<file path="src/rtl/core/feq_pkg.sv">
`timescale 1ns / 1ps

package feq_pkg;

  // defaults for the top level parameters
  localparam int QUEUE_DEPTH_DEFAULT     = 16;
  localparam int PAYLOAD_BYTES_DEFAULT   = 8;
  localparam int SIZE_WORD_BYTES_DEFAULT = 4;

  // opcodes
  localparam logic OP_ISSUE = 1'b0;
  localparam logic OP_POLL  = 1'b1;

  // issue status codes
  localparam logic [1:0] ST_ADDED    = 2'd0;
  localparam logic [1:0] ST_DISABLED = 2'd1;
  localparam logic [1:0] ST_OVERFLOW = 2'd2;
  localparam logic [1:0] ST_DROPPED  = 2'd3;

  // reserved event types
  localparam logic [7:0] TYPE_NONE      = 8'd0;
  localparam logic [7:0] TYPE_OVERFLOW  = 8'd1;
  localparam logic [7:0] TYPE_TOO_SMALL = 8'd2;

  // mask of the low n bytes of a 64-bit word
  function automatic logic [63:0] byte_mask(input logic [3:0] n);
    logic [63:0] m;
    m = '0;
    for (int i = 0; i < 8; i++) begin
      if (4'(i) < n) begin
        m[i*8 +: 8] = 8'hFF;
      end
    end
    return m;
  endfunction

endpackage

</file>
<file path="src/rtl/core/filtered_event_queue_unit.sv">
`timescale 1ns / 1ps

// bounded event queue with an overflow marker. an issue transfer (op 0) appends a typed
// event and its payload; once QUEUE_DEPTH entries are held one overflow marker (type 1)
// is appended and further issues are dropped until a poll frees space. a poll transfer
// (op 1) takes the head, or the oldest entry of the filter type when the filter is
// nonzero, and closes the gap behind it, unless the buffer is too small for the entry
// but holds the size word, in which case the entry stays queued. every input transfer
// gives exactly one result transfer. a poll compares entries up to the hit and, when it
// takes the hit out, moves each later entry down; compared and moved entries together
// never exceed the count. the entry store has a single registered read port: the
// sequencer reads and compares one entry a cycle and moves one entry a cycle. the input
// side stalls while an item is being worked; the finished result sits in an output
// register, so the next item may be taken while that result still waits. queue_enable
// is written through cfg_wr_en/cfg_wr_data and resets to 0 (issues rejected, polls
// return none). entry storage is not cleared at reset; only entries below the count are
// ever read.
module filtered_event_queue_unit #(
  parameter int QUEUE_DEPTH     = feq_pkg::QUEUE_DEPTH_DEFAULT,
  parameter int PAYLOAD_BYTES   = feq_pkg::PAYLOAD_BYTES_DEFAULT,
  parameter int SIZE_WORD_BYTES = feq_pkg::SIZE_WORD_BYTES_DEFAULT
) (
  input  logic        clk,
  input  logic        rst_n,
  // configuration
  input  logic        cfg_wr_en,
  input  logic        cfg_wr_data,
  // input channel
  input  logic        in_valid,
  output logic        in_stall,
  input  logic        in_op,
  input  logic [7:0]  in_event_type,
  input  logic [63:0] in_payload,
  input  logic [3:0]  in_payload_length,
  input  logic [3:0]  in_buffer_length,
  input  logic [7:0]  in_filter_type,
  // result channel
  output logic        out_valid,
  input  logic        out_stall,
  output logic [1:0]  out_issue_status,
  output logic [7:0]  out_polled_type,
  output logic [63:0] out_data,
  output logic [3:0]  out_length,
  output logic [4:0]  out_queue_count
);

  localparam int SLOTS = QUEUE_DEPTH + 1;   // room for the overflow marker
  localparam int AW    = $clog2(SLOTS);
  localparam int PW    = PAYLOAD_BYTES * 8;

  // queue enable register
  logic enable_r;

  always_ff @(posedge clk) begin
    if (!rst_n) begin
      enable_r <= 1'b0;
    end else if (cfg_wr_en) begin
      enable_r <= cfg_wr_data;
    end
  end

  // store port wiring
  logic          wr_en;
  logic [AW-1:0] wr_addr;
  logic [7:0]    wr_type;
  logic [3:0]    wr_len;
  logic [PW-1:0] wr_payload;
  logic [AW-1:0] rd_addr;
  logic [7:0]    rd_type;
  logic [3:0]    rd_len;
  logic [PW-1:0] rd_payload;

  // sequencer: issue append, filtered scan, gap closing, result register
  feq_ctrl #(
    .QUEUE_DEPTH    (QUEUE_DEPTH),
    .PAYLOAD_BYTES  (PAYLOAD_BYTES),
    .SIZE_WORD_BYTES(SIZE_WORD_BYTES)
  ) u_ctrl (
    .clk              (clk),
    .rst_n            (rst_n),
    .enable           (enable_r),
    .in_valid         (in_valid),
    .in_stall         (in_stall),
    .in_op            (in_op),
    .in_event_type    (in_event_type),
    .in_payload       (in_payload),
    .in_payload_length(in_payload_length),
    .in_buffer_length (in_buffer_length),
    .in_filter_type   (in_filter_type),
    .out_valid        (out_valid),
    .out_stall        (out_stall),
    .out_issue_status (out_issue_status),
    .out_polled_type  (out_polled_type),
    .out_data         (out_data),
    .out_length       (out_length),
    .out_queue_count  (out_queue_count),
    .wr_en            (wr_en),
    .wr_addr          (wr_addr),
    .wr_type          (wr_type),
    .wr_len           (wr_len),
    .wr_payload       (wr_payload),
    .rd_addr          (rd_addr),
    .rd_type          (rd_type),
    .rd_len           (rd_len),
    .rd_payload       (rd_payload)
  );

  // entry store: type, length and payload per slot
  feq_store #(
    .SLOTS(SLOTS),
    .PW   (PW)
  ) u_store (
    .clk       (clk),
    .wr_en     (wr_en),
    .wr_addr   (wr_addr),
    .wr_type   (wr_type),
    .wr_len    (wr_len),
    .wr_payload(wr_payload),
    .rd_addr   (rd_addr),
    .rd_type   (rd_type),
    .rd_len    (rd_len),
    .rd_payload(rd_payload)
  );

endmodule

</file>
<file path="src/rtl/core/feq_store.sv">
`timescale 1ns / 1ps

module feq_store #(
  parameter int SLOTS = feq_pkg::QUEUE_DEPTH_DEFAULT + 1,
  parameter int PW    = feq_pkg::PAYLOAD_BYTES_DEFAULT * 8
) (
  input  logic                     clk,
  input  logic                     wr_en,
  input  logic [$clog2(SLOTS)-1:0] wr_addr,
  input  logic [7:0]               wr_type,
  input  logic [3:0]               wr_len,
  input  logic [PW-1:0]            wr_payload,
  input  logic [$clog2(SLOTS)-1:0] rd_addr,
  output logic [7:0]               rd_type,
  output logic [3:0]               rd_len,
  output logic [PW-1:0]            rd_payload
);

  logic [7:0]    type_mem [SLOTS];
  logic [3:0]    len_mem  [SLOTS];
  logic [PW-1:0] pay_mem  [SLOTS];

  always_ff @(posedge clk) begin
    if (wr_en) begin
      type_mem[wr_addr] <= wr_type;
      len_mem[wr_addr]  <= wr_len;
      pay_mem[wr_addr]  <= wr_payload;
    end
  end

  // registered read
  always_ff @(posedge clk) begin
    rd_type    <= type_mem[rd_addr];
    rd_len     <= len_mem[rd_addr];
    rd_payload <= pay_mem[rd_addr];
  end

endmodule

</file>
<file path="src/rtl/core/feq_ctrl.sv">
`timescale 1ns / 1ps

module feq_ctrl #(
  parameter int QUEUE_DEPTH     = feq_pkg::QUEUE_DEPTH_DEFAULT,
  parameter int PAYLOAD_BYTES   = feq_pkg::PAYLOAD_BYTES_DEFAULT,
  parameter int SIZE_WORD_BYTES = feq_pkg::SIZE_WORD_BYTES_DEFAULT,
  localparam int SLOTS = QUEUE_DEPTH + 1,
  localparam int AW    = $clog2(SLOTS),
  localparam int PW    = PAYLOAD_BYTES * 8
) (
  input  logic          clk,
  input  logic          rst_n,
  input  logic          enable,
  input  logic          in_valid,
  output logic          in_stall,
  input  logic          in_op,
  input  logic [7:0]    in_event_type,
  input  logic [63:0]   in_payload,
  input  logic [3:0]    in_payload_length,
  input  logic [3:0]    in_buffer_length,
  input  logic [7:0]    in_filter_type,
  output logic          out_valid,
  input  logic          out_stall,
  output logic [1:0]    out_issue_status,
  output logic [7:0]    out_polled_type,
  output logic [63:0]   out_data,
  output logic [3:0]    out_length,
  output logic [4:0]    out_queue_count,
  output logic          wr_en,
  output logic [AW-1:0] wr_addr,
  output logic [7:0]    wr_type,
  output logic [3:0]    wr_len,
  output logic [PW-1:0] wr_payload,
  output logic [AW-1:0] rd_addr,
  input  logic [7:0]    rd_type,
  input  logic [3:0]    rd_len,
  input  logic [PW-1:0] rd_payload
);

  localparam int CW = $clog2(SLOTS + 1);

  typedef enum logic [1:0] {
    S_IDLE,
    S_SCAN,
    S_SHIFT,
    S_DONE
  } state_t;

  state_t      state_r, state_nxt;
  logic [CW-1:0] count_r, count_nxt;
  logic [AW-1:0] idx_r, idx_nxt;
  logic [7:0]  filter_r, filter_nxt;
  logic [3:0]  blen_r, blen_nxt;
  logic [1:0]  res_status_r, res_status_nxt;
  logic [7:0]  res_type_r, res_type_nxt;
  logic [63:0] res_data_r, res_data_nxt;
  logic [3:0]  res_len_r, res_len_nxt;
  logic        out_valid_r, out_valid_nxt;
  logic [1:0]  out_status_r, out_status_nxt;
  logic [7:0]  out_type_r, out_type_nxt;
  logic [63:0] out_data_r, out_data_nxt;
  logic [3:0]  out_len_r, out_len_nxt;
  logic [4:0]  out_count_r, out_count_nxt;

  logic          accept;
  logic [3:0]    plen_sat;
  logic [63:0]   plen_mask;
  logic [CW-1:0] idx_plus1;
  logic [CW-1:0] idx_plus2;
  logic          match;
  logic          at_last;

  assign in_stall  = (state_r != S_IDLE);
  assign accept    = in_valid && !in_stall;
  assign plen_sat  = (in_payload_length > 4'(PAYLOAD_BYTES)) ? 4'(PAYLOAD_BYTES)
                                                             : in_payload_length;
  assign plen_mask = feq_pkg::byte_mask(plen_sat);
  assign idx_plus1 = CW'(idx_r) + CW'(1);
  assign idx_plus2 = CW'(idx_r) + CW'(2);
  assign match     = (filter_r == feq_pkg::TYPE_NONE) || (rd_type == filter_r);
  assign at_last   = (idx_plus1 == count_r);

  always_comb begin
    state_nxt      = state_r;
    count_nxt      = count_r;
    idx_nxt        = idx_r;
    filter_nxt     = filter_r;
    blen_nxt       = blen_r;
    res_status_nxt = res_status_r;
    res_type_nxt   = res_type_r;
    res_data_nxt   = res_data_r;
    res_len_nxt    = res_len_r;
    out_valid_nxt  = out_valid_r && out_stall;
    out_status_nxt = out_status_r;
    out_type_nxt   = out_type_r;
    out_data_nxt   = out_data_r;
    out_len_nxt    = out_len_r;
    out_count_nxt  = out_count_r;
    wr_en          = 1'b0;
    wr_addr        = AW'(count_r);
    wr_type        = in_event_type;
    wr_len         = plen_sat;
    wr_payload     = in_payload[PW-1:0] & plen_mask[PW-1:0];
    rd_addr        = '0;

    case (state_r)
      S_IDLE: begin
        if (accept) begin
          res_status_nxt = feq_pkg::ST_ADDED;
          res_type_nxt   = feq_pkg::TYPE_NONE;
          res_data_nxt   = '0;
          res_len_nxt    = '0;
          state_nxt      = S_DONE;
          if (in_op == feq_pkg::OP_ISSUE) begin
            if (!enable) begin
              res_status_nxt = feq_pkg::ST_DISABLED;
            end else if (count_r == CW'(QUEUE_DEPTH)) begin
              // queue full: append the single overflow marker
              wr_en          = 1'b1;
              wr_type        = feq_pkg::TYPE_OVERFLOW;
              wr_len         = '0;
              wr_payload     = '0;
              count_nxt      = count_r + CW'(1);
              res_status_nxt = feq_pkg::ST_OVERFLOW;
            end else if (count_r > CW'(QUEUE_DEPTH)) begin
              res_status_nxt = feq_pkg::ST_DROPPED;
            end else begin
              wr_en     = 1'b1;
              count_nxt = count_r + CW'(1);
            end
          end else begin
            filter_nxt = in_filter_type;
            blen_nxt   = in_buffer_length;
            if (enable && (count_r != '0)) begin
              idx_nxt   = '0;
              rd_addr   = '0;
              state_nxt = S_SCAN;
            end
          end
        end
      end

      S_SCAN: begin
        if (match) begin
          if (rd_len > blen_r) begin
            res_type_nxt = feq_pkg::TYPE_TOO_SMALL;
          end else begin
            res_type_nxt = rd_type;
            res_data_nxt = 64'(rd_payload);
            res_len_nxt  = rd_len;
          end
          if ((rd_len > blen_r) && (blen_r >= 4'(SIZE_WORD_BYTES))) begin
            // size word only, entry stays queued
            res_data_nxt = 64'(rd_len);
            res_len_nxt  = 4'(SIZE_WORD_BYTES);
            state_nxt    = S_DONE;
          end else if (at_last) begin
            count_nxt = count_r - CW'(1);
            state_nxt = S_DONE;
          end else begin
            // close the gap from the entry after the hit
            rd_addr   = AW'(idx_plus1);
            state_nxt = S_SHIFT;
          end
        end else if (at_last) begin
          state_nxt = S_DONE;
        end else begin
          idx_nxt = AW'(idx_plus1);
          rd_addr = AW'(idx_plus1);
        end
      end

      S_SHIFT: begin
        wr_en      = 1'b1;
        wr_addr    = idx_r;
        wr_type    = rd_type;
        wr_len     = rd_len;
        wr_payload = rd_payload;
        idx_nxt    = AW'(idx_plus1);
        if (idx_plus2 < count_r) begin
          rd_addr = AW'(idx_plus2);
        end else begin
          count_nxt = count_r - CW'(1);
          state_nxt = S_DONE;
        end
      end

      S_DONE: begin
        if (!out_valid_r || !out_stall) begin
          out_valid_nxt  = 1'b1;
          out_status_nxt = res_status_r;
          out_type_nxt   = res_type_r;
          out_data_nxt   = res_data_r;
          out_len_nxt    = res_len_r;
          out_count_nxt  = 5'(count_r);
          state_nxt      = S_IDLE;
        end
      end

      default: begin
        state_nxt = S_IDLE;
      end
    endcase
  end

  always_ff @(posedge clk) begin
    if (!rst_n) begin
      state_r     <= S_IDLE;
      count_r     <= '0;
      out_valid_r <= 1'b0;
    end else begin
      state_r      <= state_nxt;
      count_r      <= count_nxt;
      out_valid_r  <= out_valid_nxt;
      idx_r        <= idx_nxt;
      filter_r     <= filter_nxt;
      blen_r       <= blen_nxt;
      res_status_r <= res_status_nxt;
      res_type_r   <= res_type_nxt;
      res_data_r   <= res_data_nxt;
      res_len_r    <= res_len_nxt;
      out_status_r <= out_status_nxt;
      out_type_r   <= out_type_nxt;
      out_data_r   <= out_data_nxt;
      out_len_r    <= out_len_nxt;
      out_count_r  <= out_count_nxt;
    end
  end

  assign out_valid        = out_valid_r;
  assign out_issue_status = out_status_r;
  assign out_polled_type  = out_type_r;
  assign out_data         = out_data_r;
  assign out_length       = out_len_r;
  assign out_queue_count  = out_count_r;

  a_count_bound: assert property (@(posedge clk) disable iff (!rst_n)
    count_r <= CW'(SLOTS))
    else $error("queue count beyond storage");

  a_scan_in_range: assert property (@(posedge clk) disable iff (!rst_n)
    (state_r == S_SCAN) |-> (CW'(idx_r) < count_r))
    else $error("scan index past last entry");

  a_shift_in_range: assert property (@(posedge clk) disable iff (!rst_n)
    (state_r == S_SHIFT) |-> (idx_plus1 < count_r))
    else $error("shift source past last entry");

  a_overflow_count: assert property (@(posedge clk) disable iff (!rst_n)
    (state_r == S_DONE && res_status_r == feq_pkg::ST_OVERFLOW)
      |-> (count_r == CW'(QUEUE_DEPTH + 1)))
    else $error("overflow marker without full queue");

endmodule
</file>
<file path="config.mk">
export PLATFORM = sky130hd
export DESIGN_NAME = filtered_event_queue_unit
export DESIGN_NICKNAME = d
export VERILOG_FILES = /design/src/rtl/core/feq_pkg.sv /design/src/rtl/core/filtered_event_queue_unit.sv /design/src/rtl/core/feq_store.sv /design/src/rtl/core/feq_ctrl.sv
export SDC_FILE = /design/constraint.sdc
export NUM_CORES = 2
export LEC_CHECK = 0
export ABC_AREA = 1
export BUFFER_PORTS_ARGS = -buffer_cell sky130_fd_sc_hd__buf_4
export CAP_MARGIN = 20
export CORE_MARGIN = 2
export CORE_UTILIZATION = 55
export DETAILED_ROUTE_END_ITERATION = 8
export HOLD_SLACK_MARGIN = 0.06
export PLACE_DENSITY_LB_ADDON = 0.05
export SYNTH_ARGS = -nofsm -noshare
export SYNTH_HDL_FRONTEND = slang
export SYNTH_SLANG_ARGS = --single-unit
</file>
<file path="constraint.sdc">
create_clock -name clk -period 15.2 [get_ports clk]
set_input_delay 3.04 -clock clk [delete_from_list [all_inputs] [get_ports clk]]
set_output_delay 3.04 -clock clk [all_outputs]
set_load 0.1 [all_outputs]
</file>
**Word-level counts from Yosys, hierarchy flattened**

Memories as Yosys holds them, arrays and structs flattened. A register that Yosys moved wholly into a read port is not among the register bits.
Index checks and enable logic that the tools add are counted.

- Magnitude comparators: 13
- Equal/unequal tests: 21
- $add $sub $neg: 4
- Multiplexer cells: 83
- Reductions and logical operators: 24
- Bitwise gates (word level): 2

Operator list:

| operator | count |
|---|---|
| 64-bit 2-to-1 mux | 8 |
| 64-bit case mux with 2 select lines | 2 |
| 8-bit 2-to-1 mux | 15 |
| 5-bit 2-to-1 mux | 19 |
| 64-bit AND | 1 |
| 4-bit 2-to-1 mux | 9 |
| 8-bit case mux with 2 select lines | 2 |
| 5-bit case mux with 3 select lines | 2 |
| 2-bit 2-to-1 mux | 10 |
| 3-bit by 4-bit < comparator with 1-bit output, first input constant | 4 |
| 4-bit case mux with 2 select lines | 2 |
| 2-bit != test, second input constant | 7 |
| 4-bit AND reduction | 3 |
| 1-bit 2-to-1 mux | 11 |
| 5-bit by 1-bit adder with 5-bit output, second input constant | 2 |
| 2-bit by 1-bit != test with 1-bit output, second input constant | 5 |
| 5-bit case mux with 2 select lines | 1 |
| 9-bit AND reduction | 1 |
| 8-bit equality test | 1 |
| 8-bit logical NOT | 1 |
| 1-bit by 4-bit < comparator with 1-bit output, first input constant | 2 |
| 2-bit by 4-bit < comparator with 1-bit output, first input constant | 2 |
| 2-bit case mux with 4 select lines | 1 |
| 7-bit AND reduction | 1 |
| other kinds (26) | 35 |

- Input port bits: 95
- Output and inout bits: 85
- Memories kept: 3
- Logic and storage cells: 167
- Memory bits (writable): 1,292
- Flip-flop bits (word level): 187

Memories:

| name | words | bits a word | rd ports | clocked after memory_dff | write ports | RTL line | source |
|---|---|---|---|---|---|---|---|
| u_store.pay_mem | 17 | 64 | 1 | 1 | 1 | feq_store.sv:21 | `logic [PW-1:0] pay_mem [SLOTS];` |
| u_store.type_mem | 17 | 8 | 1 | 1 | 1 | feq_store.sv:19 | `logic [7:0] type_mem [SLOTS];` |
| u_store.len_mem | 17 | 4 | 1 | 1 | 1 | feq_store.sv:20 | `logic [3:0] len_mem [SLOTS];` |

**Longest topological paths before layout**

- Depth in word-level cells: 10
- Mapped depth: 21

**Modules after synthesis**

A second synthesis with hierarchy kept.

- Cell total of the unflattened synthesis: 5,192
- Area total of the unflattened synthesis: 61,760.5 µm²

Modules (own cells, without submodules):

| module | cells an instance | sequential area each (µm²) | area each (µm²) | instances |
|---|---|---|---|---|
| feq_store | 4,408 | 40,318.7 | 53,326.1 | 1 |
| feq_ctrl | 778 | 5,505.3 | 8,393.0 | 1 |
| filtered_event_queue_unit | 6 | 20.0 | 41.3 | 1 |

**Worst setup path after synthesis**

OpenSTA, ideal clock, no wires.

- Path kind: in2reg
- Start point: input in_op
- End point: memory u_store.len_mem[16][0], enable pin
- Slack: 3.705 ns
- Library setup time: 0.697 ns
- Stages on the path: 7
- Path buffers: 0
- Arrival: 10.798 ns
- Cell sequence: inv_1 > nand2_1 > nor2_1 > nand2_1 > nand2_1 > nand3_1 > nor4_1

- Longest elaborated chain between the ends: 5

Ends and longest elaborated chain:

| what | RTL line | source |
|---|---|---|
| start: declaration | filtered_event_queue_unit.sv:31 | `input logic in_op,` |
| 1-bit 2-to-1 mux | feq_ctrl.sv:114 | `if (in_op == feq_pkg::OP_ISSUE) begin` |
| 1-bit 2-to-1 mux | feq_ctrl.sv:108 | `if (accept) begin` |
| 1-bit case mux with 2 select lines | feq_ctrl.sv:106 | `case (state_r)` |
| 1-bit 2-to-1 mux | feq_store.sv:24 | `if (wr_en) begin` |
| 1-bit 2-to-1 mux (not written as such) | feq_store.sv:26 | `len_mem[wr_addr] <= wr_len;` |
| end: declaration | feq_store.sv:20 |  |

Every way passes these cells.

**Final worst setup path**

- Start point: register u_ctrl.idx_r[2]
- End point: register u_store.rd_payload[10], read port of u_store.pay_mem

- Longest elaborated chain between the ends: 6
- Elaborated cells between the ends (all ways): 9
- Classes of those cells: 2 x add/sub; 1 x order compare; 1 x eq/ne; 5 x mux

Ends and longest elaborated chain:

| what | RTL line | source |
|---|---|---|
| start: declaration | feq_ctrl.sv:51 | `logic [AW-1:0] idx_r, idx_nxt;` |
| start signal: assignment | feq_ctrl.sv:215 | `idx_r <= idx_nxt;` |
| 5-bit by 1-bit adder with 5-bit output | feq_ctrl.sv:78 | `assign idx_plus1 = CW'(idx_r) + CW'(1);` |
| 5-bit equality test | feq_ctrl.sv:81 | `assign at_last = (idx_plus1 == count_r);` |
| 5-bit 2-to-1 mux | feq_ctrl.sv:157, feq_ctrl.sv:165 |  |
| 5-bit 2-to-1 mux | feq_ctrl.sv:152 | `if ((rd_len > blen_r) && (blen_r >= 4'(SIZE_WORD_BYTES))) begin` |
| 5-bit 2-to-1 mux | feq_ctrl.sv:144 | `if (match) begin` |
| 5-bit case mux with 2 select lines (*) | feq_ctrl.sv:106 |  |
| end: declaration | feq_store.sv:16 | `output logic [PW-1:0] rd_payload` |

Every way passes the cells marked *; elsewhere a longest branch is shown, timed or not.
A chain may end at the register's enable or synchronous reset.

==> results_dict.tcl <==
set metrics [dict create \
    final_hold_viol_count 0 \
    crit_required_ps 15880 \
    grt.total_usage_pct 30.1 \
    drtPass1Iterations 6 \
    tritoncts_clock_tree "done" \
    sequential_cell_area_um2 45800 \
    post_drt_via_cell_ratio 5.74 \
    dr_total_vias 45575 \
    wl_met3_mm 17.3 \
    end_kind "flop" \
    power.switching_fraction_pct 37.0 \
    post-dp-hpwl_mm 92.2 \
    cts_max_level 4 \
    pwr-share-comb_pct 31.6 \
    drt-met1-wl_mm 79.5 \
    post_cts.resized_instances 0 \
    dpl_worst_slack_ps 8140 \
    worst_setup_path_start_kind "flop" \
    ys.flop_type "edfxtp_1" \
    slew-limit-headroom_pct 3.36 \
    ys_top_cells_by_area "edfxtp_1 66%, nand3_1 12%, inv_1 6.3%" \
    p_sw_mw 5.17 \
    peakVddDrop_uv 150 \
    power.internal_mw 8.82 \
    synth_fp_nets 6194 \
    final.fill_count 9545 \
    final_max_slew_viol_count 0 \
    cp_data_arrival_time_ps 8270 \
    synth_cells 6080 \
    worst-slew-pin-transition_ps 1450 \
    drt.antenna.violating_nets 0 \
    area.growth.synth_to_final_pct 12.6 \
    ctsRootBufferMaster "clkbuf_16" \
    placement_rows 127 \
    count_of_endpoints_failing_setup_in_the_final_report 0 \
    cp_slowest_cell "nand2_8" \
    start_util_pct 55.5 \
    antenna_found_initial 4 \
    floorplan.die.width_um 352 \
    achievable-frequency_mhz 132 \
    highest_metal_used "met5" \
    wirelength_mm 186 \
    cts.path.max_buffers 3 \
    grt_pass1_vias 42847 \
    antenna_cells 0 \
    synthesis.area_um2 66600 \
    finalCriticalPeriod_ps 7590 \
    critPathMaxStageDelay_ps 880 \
    drtIter0Drc 5503 \
    post-cts-setup-buffer-count 0 \
    synth_largest_area_cell "edfxtp_1" \
    seq_area_frac_synth_pct 68.9 \
    synth.cells.most_frequent "1628 x nand3_1, 1470 x edfxtp_1, 1124 x inv_1" \
    clock_insertion_delay_worst_skew_ps 760 \
    clock-skew-final_ps 23.3 \
    pwr-share-seq_pct 40.6 \
    drt-wirelength-per-cell_um 23.4 \
    postSynthRegisterBits 1555 \
    run_status "finished, final reports clean" \
    post-route-period-util_pct 49.9 \
    ioPinCount 180 \
    grt_start_max_net_pins 199 \
    overflow 0 \
    clock_power_share_pct 27.8 \
    portBuffers 179 \
    synth_top_area_share_pct 66.3 \
    max_cap_check_violation_count 0 \
    drc 0 \
    yosysUniqueCellTypes 33 \
    hold_buffers 0 \
    synth_edf_count 1470 \
    cp_common_cell "nand2_1" \
    dr_wl_met2_mm 84.1 \
    cp_max_fo 172 \
    yosysWarningCount 0 \
    setup_total_negative_slack_ps 0 \
    grt_setup_unrepaired "false" \
    postSynth.asyncResetShare_pct 0 \
    grt_first_pass_wirelength_mm 276 \
    power.static_leakage_nw 30.8 \
    worst_hold_path_type "reg -> reg" \
    timing_worst_setup_path_type "reg -> reg" \
    placeableCoreArea_um2 120000 \
    clkSlewWorstSetupHoldPaths_ps 60 \
    cts_made_buffers 162 \
    utilization_pct 62.5 \
    cts.sink_count 1555 \
    share_of_layout_cells_above_drive_strength_1_pct 9.57 \
    fin_nets 6315 \
    path_cells "ha_1 > xor2_1 > ha_1 > nand2_1 > o21a_1 > nand3_1 > inv_1 > nand2_4 > nand2_8 > buf_4 > buf_4 > nand2_8 > buf_12 > nand2_1 > nand3_1 > nand3_1 > nand3_1 > nand2_1 > nand2_1 > nand2_1" \
    synth.avg_cell_area_um2 10.9 \
    fp.dieArea_um2 124000 \
    leading_cell_type_by_number_of_instances_after_synthesis "nand3_1" \
    power-per-cell-area_nw_per_um2 187 \
    chipHeight_um 352 \
    area_of_the_multi_input_gates_um2 15100 \
    timing.final.ws_setup_ps 7610 \
    global_placer_s_final_weighted_congestion 0.891 \
]
-- sequential cells by signal, indices dropped and copies added (netlist names), 4 cells and up --
register / cells
u_ctrl.blen_r: 4
u_ctrl.count_r: 5
u_ctrl.filter_r: 8
u_ctrl.idx_r: 5
u_ctrl.out_data: 64
u_ctrl.out_length: 4
u_ctrl.out_polled_type: 8
u_ctrl.out_queue_count: 5
u_ctrl.res_data_r: 64
u_ctrl.res_len_r: 4
u_ctrl.res_type_r: 8
u_store.len_mem: 68
u_store.pay_mem: 1088
u_store.rd_len: 4
u_store.rd_payload: 64
u_store.rd_type: 8
u_store.type_mem: 136
-- cells by family (layout without fill, tap and decap cells) --
| logic type | count (synthesis) | in the layout | synth area share, % |
|---|---|---|---|
| flip-flops | 1555 | 1555 | 68.9 |
| adder cells (fa/ha/maj) | 19 | 19 | 0.368 |
| XOR/XNOR | 11 | 11 | 0.145 |
| AO/OA/AOI/OAI | 128 | 128 | 1.14 |
| buffers and inverters | 1498 | 1752 | 8.89 |
| AND/OR/NAND/NOR | 2869 | 2869 | 20.6 |
-- per-layer routing --
layer | up-vias | GRT usage [%]
li1 | 20772 | -
met1 | 22291 | 43.4
met2 | 2154 | 47.1
met3 | 352 | 5.08
met4 | 6 | 9.23
met5 | - | 0
-- stage by stage --
step | hold WS (ps) | total power, mW | instances | cell area [um^2]
final | 409 | 14.0 | 7946 | 75000
after global routing | 422 | 14.6 | 7946 | 75000
after CTS | 411 | 14.0 | 7926 | 74800
after detailed placement | 405 | 10.1 | 7629 | 69600
after global placement | 401 | 10.0 | 7618 | 69500
after floorplan | 400 | 8.58 | 6080 | 66600
-- path summary, 6_finish.rpt --
| path | to | slack (ps) | start | cells past startpoint |
|---|---|---|---|---|
| hold / removal | u_ctrl.out_data[15]$_DFFE_PP_ | 410 | u_ctrl.res_data_r[15]$_SDFFCE_PP0P_ | 0 |
| setup reg to reg | u_store.rd_payload[10]$_DFF_P_ | 7610 | u_ctrl.idx_r[2]$_SDFFCE_PP0P_ | 20 |
| setup / recovery | u_store.rd_payload[10]$_DFF_P_ | 7610 | u_ctrl.idx_r[2]$_SDFFCE_PP0P_ | 20 |
| hold reg to reg | u_ctrl.out_data[15]$_DFFE_PP_ | 410 | u_ctrl.res_data_r[15]$_SDFFCE_PP0P_ | 0 |
-- critical path, delay by kind of cell, from the launching register on --
kind                     cells  cell delay, ps
buffers and inverters        4            2180
adder cells (fa/ha/maj)      2             540
AND/OR/NAND/NOR             12            3380
AO/OA/AOI/OAI                1             130
XOR/XNOR                     1             200
flip-flops                   1             490
-- power groups by stage --
stage,registers [mW],clock network (mW),logic (mW)
after floorplan,5.86,0,2.72
after global placement,5.78,0,4.26
after detailed placement,5.78,0,4.32
after CTS,5.69,3.93,4.33
after global routing,5.72,4.10,4.79
final,5.69,3.89,4.42
-- layout by cell type, fill, tap and decap left out, types with 3 or more instances in the layout --
cell	count
nand3_1	1628
edfxtp_1	1470
inv_1	1121
nand2_1	876
buf_4	321
nand3b_1	228
clkbuf_16	166
nor2_1	99
dfxtp_1	85
o22ai_1	64
clkbuf_1	49
clkinv_2	29
o21ai_0	27
a21oi_1	22
clkbuf_8	22
ha_1	17
clkinv_1	16
nor2_4	16
bufinv_16	10
nand4_1	7
nand2_4	6
xnor2_1	6
inv_6	6
xor2_1	5
buf_12	5
o22ai_2	4
inv_4	3
nand2_8	3
-- cell type report --
type	instances	share of cell area [%]
Multi-Input combinational cell	3027	20.1
Clock inverter	60	0.748
Clock buffer	237	6.19
Inverter	1127	5.67
Timing Repair Buffer	328	3.42
Sequential cell	1555	61.2
Tap cell	1612	2.69
Note: power is estimated with default switching activity, not from simulation.
